<file path="src/hw/rtl/pte_pkg.sv">
// ----------------------------------------------------------------------------
// pte_pkg
// Shared constants, codes and types of the prefix trie engine.
// ----------------------------------------------------------------------------
package pte_pkg;

   // pool geometry
   localparam int NODE_COUNT    = 1024;
   localparam int ALPHABET_SIZE = 26;
   localparam int SLOT_TOTAL    = NODE_COUNT * ALPHABET_SIZE;

   // widths
   localparam int NODE_W      = $clog2(NODE_COUNT);
   localparam int NEXT_W      = $clog2(NODE_COUNT + 1);
   localparam int SLOT_ADDR_W = $clog2(SLOT_TOTAL);
   localparam int FUNC_W      = 2;
   localparam int LETTER_W    = 5;
   localparam int MARK_W      = 2;
   localparam int REQ_DATA_W  = 8;
   localparam int RSP_DATA_W  = 8;

   // operation codes
   localparam logic [FUNC_W-1:0] FUNC_INSERT = 2'd0;
   localparam logic [FUNC_W-1:0] FUNC_SEARCH = 2'd1;
   localparam logic [FUNC_W-1:0] FUNC_PREFIX = 2'd2;
   localparam logic [FUNC_W-1:0] FUNC_UNUSED = 2'd3;

   // slot marks
   localparam logic [MARK_W-1:0] MARK_EMPTY = 2'd0;
   localparam logic [MARK_W-1:0] MARK_PASS  = 2'd1;
   localparam logic [MARK_W-1:0] MARK_END   = 2'd2;

   // one node's marks, one field per letter
   typedef logic [ALPHABET_SIZE-1:0][MARK_W-1:0] mark_row_type;

   // controller states
   typedef enum logic [1:0] {
      ST_CLEAR,
      ST_IDLE,
      ST_COMMIT
   } state_type;

   // controller to datapath
   typedef struct packed {
      logic clear_wr;  // zero one mark row, advance sweep
      logic lookup;    // transfer accepted: capture letter, issue reads
      logic commit;    // apply the letter to the trie
   } cmd_type;

   // datapath to controller
   typedef struct packed {
      logic clear_done;  // sweep at its last row
      logic rsp_busy;    // result register full and not drained this cycle
      logic item_last;   // held letter ends a word
   } status_type;

endpackage

</file>
<file path="src/hw/rtl/pte_ctrl.sv">
// ----------------------------------------------------------------------------
// pte_ctrl
// Sequencer of the trie engine: clearing sweep, letter accept and commit.
// ----------------------------------------------------------------------------
module pte_ctrl (
   input  logic                clock,
   input  logic                reset,
   input  logic                req_tvalid,
   output logic                req_tready,
   input  pte_pkg::status_type status,
   output pte_pkg::cmd_type    cmd
);

   pte_pkg::state_type state_ff;
   pte_pkg::state_type state_in;

   // state register
   always_ff @(posedge clock) begin
      if (reset) begin
         state_ff <= pte_pkg::ST_CLEAR;
      end else begin
         state_ff <= state_in;
      end
   end

   // next state
   always_comb begin
      state_in = state_ff;
      unique case (state_ff)
         pte_pkg::ST_CLEAR: begin
            if (status.clear_done) begin
               state_in = pte_pkg::ST_IDLE;
            end
         end
         pte_pkg::ST_IDLE: begin
            if (req_tvalid) begin
               state_in = pte_pkg::ST_COMMIT;
            end
         end
         pte_pkg::ST_COMMIT: begin
            if (!(status.item_last && status.rsp_busy)) begin
               state_in = pte_pkg::ST_IDLE;
            end
         end
         default: state_in = pte_pkg::ST_CLEAR;
      endcase
   end

   // outputs
   always_comb begin
      req_tready   = 1'b0;
      cmd.clear_wr = 1'b0;
      cmd.lookup   = 1'b0;
      cmd.commit   = 1'b0;
      unique case (state_ff)
         pte_pkg::ST_CLEAR: begin
            cmd.clear_wr = 1'b1;
         end
         pte_pkg::ST_IDLE: begin
            req_tready = 1'b1;
            cmd.lookup = req_tvalid;
         end
         pte_pkg::ST_COMMIT: begin
            // a word end waits for a free result register
            cmd.commit = !(status.item_last && status.rsp_busy);
         end
         default: begin
            req_tready = 1'b0;
         end
      endcase
   end

endmodule

</file>
<file path="config.mk">
export PLATFORM = sky130hd
export DESIGN_NAME = pte_ctrl
export DESIGN_NICKNAME = d
export VERILOG_FILES = /design/src/hw/rtl/pte_pkg.sv /design/src/hw/rtl/pte_ctrl.sv
export SDC_FILE = /design/constraint.sdc
export NUM_CORES = 1
export LEC_CHECK = 0
export BUFFER_PORTS_ARGS = -buffer_cell sky130_fd_sc_hd__buf_2
export CORE_AREA = 2 2 39 41
export CTS_CLUSTER_SIZE = 10
export DETAILED_ROUTE_END_ITERATION = 10
export DIE_AREA = 0 0 41 43
export PLACE_DENSITY = 0.3
export SYNTH_ARGS = -nofsm -noshare
export SYNTH_HDL_FRONTEND = slang
export SYNTH_SLANG_ARGS = --single-unit
</file>
<file path="constraint.sdc">
create_clock -name clock -period 1.8 [get_ports clock]
set_input_delay 0.27 -clock clock [delete_from_list [all_inputs] [get_ports clock]]
set_output_delay 0.27 -clock clock [all_outputs]
set_load 0.05 [all_outputs]
</file>
# Word-level counts from Yosys, hierarchy flattened

Index checks and enable logic that the tools add are counted.

Bits in registers: 2
Bits in latches: 0
Bits in writable memories: 0
Bits in read-only memories: 0
Input bits: 6
Output and inout bits: 4
Memories: 0

Add/subtract/negate cells: 0
Multiply operators: 0
Div/mod/pow operators: 0
Magnitude comparators: 0
Equal/unequal tests: 5
Shift operators: 0
Multiplexer cells: 8
Bitwise gates (word level): 0
Reduce and logical (&&, ||, !) cells: 4

Operators with widths:

| cell                                                             | count |
|---|---|
| 2-bit two-way mux                                                | 3 |
| 2-bit != test (second input constant)                            | 3 |
| 2-bit one-hot mux with 3 select lines                            | 1 |
| 1-bit two-way mux                                                | 4 |
| 3-bit AND reduction                                              | 1 |
| 2-bit by 1-bit == test with 1-bit output (second input constant) | 1 |
| 2-bit == test (second input constant)                            | 1 |
| 2-bit zero test                                                  | 1 |
| 1-bit logical AND                                                | 1 |
| 1-bit zero test                                                  | 1 |

# Logic depth before layout (Yosys ltp)

Depth in word-level cells: 3
Mapped depth: 3
Depth with buffers taken out: 3

# Least setup slack after synthesis

No wires, ideal clock.

Path type: register to output
Start point: register state_ff[0]
End point: output port cmd[1] (netlist bit)
Data arrival time: 1.318 ns
Data required time: 1.530 ns
Slack: 0.212 ns
Cell stages (with the launch flop): 3
Cell sequence: dfxtp_1 > and2b_1 > and2_1

RTL lines:

| element                | RTL line       | RTL |
|---|---|---|
| from (decl)            | pte_ctrl.sv:14 | `pte_pkg::state_type state_ff;` |
| from (signal assigned) | pte_ctrl.sv:20 | `state_ff <= pte_pkg::ST_CLEAR;` |
| from (signal assigned) | pte_ctrl.sv:22 | `state_ff <= state_in;` |
| to (decl)              | pte_ctrl.sv:11 | `output pte_pkg::cmd_type cmd` |

==> out/qor.yml <==
outcome: "completed"
rows: 14
syn_nets: 18
yosys-top-cells-area: "dfxtp_1 (36%), a21boi_2 (10%), nor2_1 (10%)"
drt_iter0_drc: 1
globalRouteMet3Util_pct: 1.571
ys_seq_area_share_pct: 35.96
r2r_end: "state_ff[0]$_SDFFE_PP0P_"
cts-root-buf: "clkbuf_4"
reg2regPathDepth: 3
tightest_slew_ns: 0.2562
timing.fmax_mhz: 682.4
place_congestion: 0.5831
hp-class: "input pin to flip-flop"
htreeDepth: 1
synth_area_per_cell_um2: 9.280
p_total_mw: 0.2047
yosys.area.top_type_share_pct: 35.96
drc: 0
clk_path_buf_depth: 2
ff2ff_setup_slack_ns: 0.88
vdd_drop_max_v: 0.0003224
grt_util_all_layers_pct: 5.311
clk_latency_ns: 0.22
synth_cell_types: 9
hold_viol: 0
vias_per_cell: 3.225
final_util_pct: 14.38
clock-skew-final_ns: 0.0003725
powerDensity_nw_per_um2: 1029
port_buffers: 9
clock_power_share_pct: 48.2
synth_top_cell_by_area: "dfxtp_1"
antenna_cells: 0
biggestRegsByFlops: "state_ff x2"
worstPathRequired_ns: 1.53
grt_use_met1_pct: 6.070
critPathLaunchType: "flip-flop"
die_w_um: 41
internal_power_mw: 0.1381
drive_gt1_share_pct: 58.33
largest_reg_flops: 2
dieArea_um2: 1763
syn2layout_area_growth_pct: 78.65
cts_resized: 0
rsz0062_at_grt: "no"
antenna_left: 0
swShare_pct: 32.52
postCtsHoldBufs: 0
drt_first_pass_iters: 2
cts_buffers: 3
antenna_found_initial: 0
top_usage_layer: "met4"
arrival_ns: 1.20
fin_crit_ns: 1.465
nets: 32
grt_util_met2_pct: 5.938
setup_tns_ns: 0
pwr-share-comb_pct: 26.6
whs_endpoint: "state_ff[1]$_SDFFE_PP0P_"
p_sw_mw: 0.06658
hold_start: "reset"
clkTransAtPathRegs_ns: 0.03
cts_tree: "yes"
core_area_um2: 1384
boundaryPins: 10
vias: 129
relSlewSlack_pct: 83.04
p_seq_share_pct: 25.2
syn_inst: 12
drv_cap: 0
wl_per_cell_um: 8.375
ys_ff_latch: 2
cts.sinks: 2
regMostFlops: "state_ff"
grt-ovfl-total: 0
grt_first_pass_wirelength_um: 524
fin_crit_sh_pct: 81.41
whs_path_depth: 2
yosys_warnings: 0
end_kind: "primary output"
drt-total-wl_um: 335
worst_slack_ns: 0.3346
holdWs_ns: 0.2263
criticalPathCategory: "flip-flop to primary output"
cts_setup_buffers: 0
setup_viol: 0
slew_violations: 0
grt_pass1_vias: 143
chipHeight_um: 43
timing.rr.start: "state_ff[1]$_SDFFE_PP0P_"
synth_area_um2: 111.4
grt_max_degree: 6
p_leak_nw: 0.09937
place_ws_ns: 0.5683
initial_core_util_pct: 8.047
crit_fanout: 4
cell families (layout without fill, tap and decap cells):
group                  after synthesis  in the layout  share of synthesized area, %
buffers and inverters                0             12                             0
flip-flops                           2              2                         35.96
AND/OR/NAND/NOR                      6              6                         30.34
AO/OA/AOI/OAI                        4              4                         33.71
Yosys cell counts:
cell type  number
a21boi_2        1
a211oi_1        1
and2b_1         1
o21ba_1         1
nor2_1          3
a32oi_1         1
nor2b_2         1
dfxtp_1         2
and2_1          1
power by group through the flow:
stage               registers (mW)  clock network [mW]  logic (mW)
floorplan                   0.0515                   0      0.0386
global placement            0.0518                   0      0.0537
detailed placement          0.0522                   0      0.0549
CTS                         0.0516               0.108      0.0552
global route                0.0524               0.107      0.0589
finish                      0.0515              0.0988      0.0545
worst max-delay path by stage:
stage,from,end,depth (start not counted)
after floorplan,state_ff[0]$_SDFFE_PP0P_,cmd[1],2
after global placement,state_ff[1]$_SDFFE_PP0P_,cmd[0],3
after detailed placement,state_ff[1]$_SDFFE_PP0P_,cmd[0],3
after CTS,state_ff[1]$_SDFFE_PP0P_,cmd[0],3
after global routing,state_ff[1]$_SDFFE_PP0P_,cmd[0],3
final,state_ff[1]$_SDFFE_PP0P_,cmd[0],3
metrics by stage:
step	instance area [um2]	cells
floorplan	111.4	12
global placement	176.4	37
detailed placement	176.4	37
CTS	198.9	40
global route	198.9	40
finish	198.9	40
routing by layer:
metal	share of wire, %	up-vias
met3	14	0
met2	33	10
met1	52	49
met4	0	0
li1	-	70
met5	0	-
cells in the final DEF (no fill, tap or decap):
master / Yosys / final
a211oi_1: 1 / 1
a21boi_2: 1 / 1
a32oi_1: 1 / 1
and2_1: 1 / 1
and2b_1: 1 / 1
buf_2: 0 / 9
clkbuf_4: 0 / 3
dfxtp_1: 2 / 2
nor2_1: 3 / 3
nor2b_2: 1 / 1
o21ba_1: 1 / 1
critical path, stage by stage, from the launching register on:
cell and delay (ns):
dfxtp_1 0.35, nor2b_2 0.16, a21boi_2 0.19, buf_2 0.28
final cells by class:
cell class                      count  area [um2]
Clock buffer                        3       22.52
Fill cell                         153        1185
Multi-Input combinational cell     10       71.32
Sequential cell                     2       40.04
Tap cell                           16       20.02
Timing Repair Buffer                9       45.04
(Power assumes the default switching activity.)
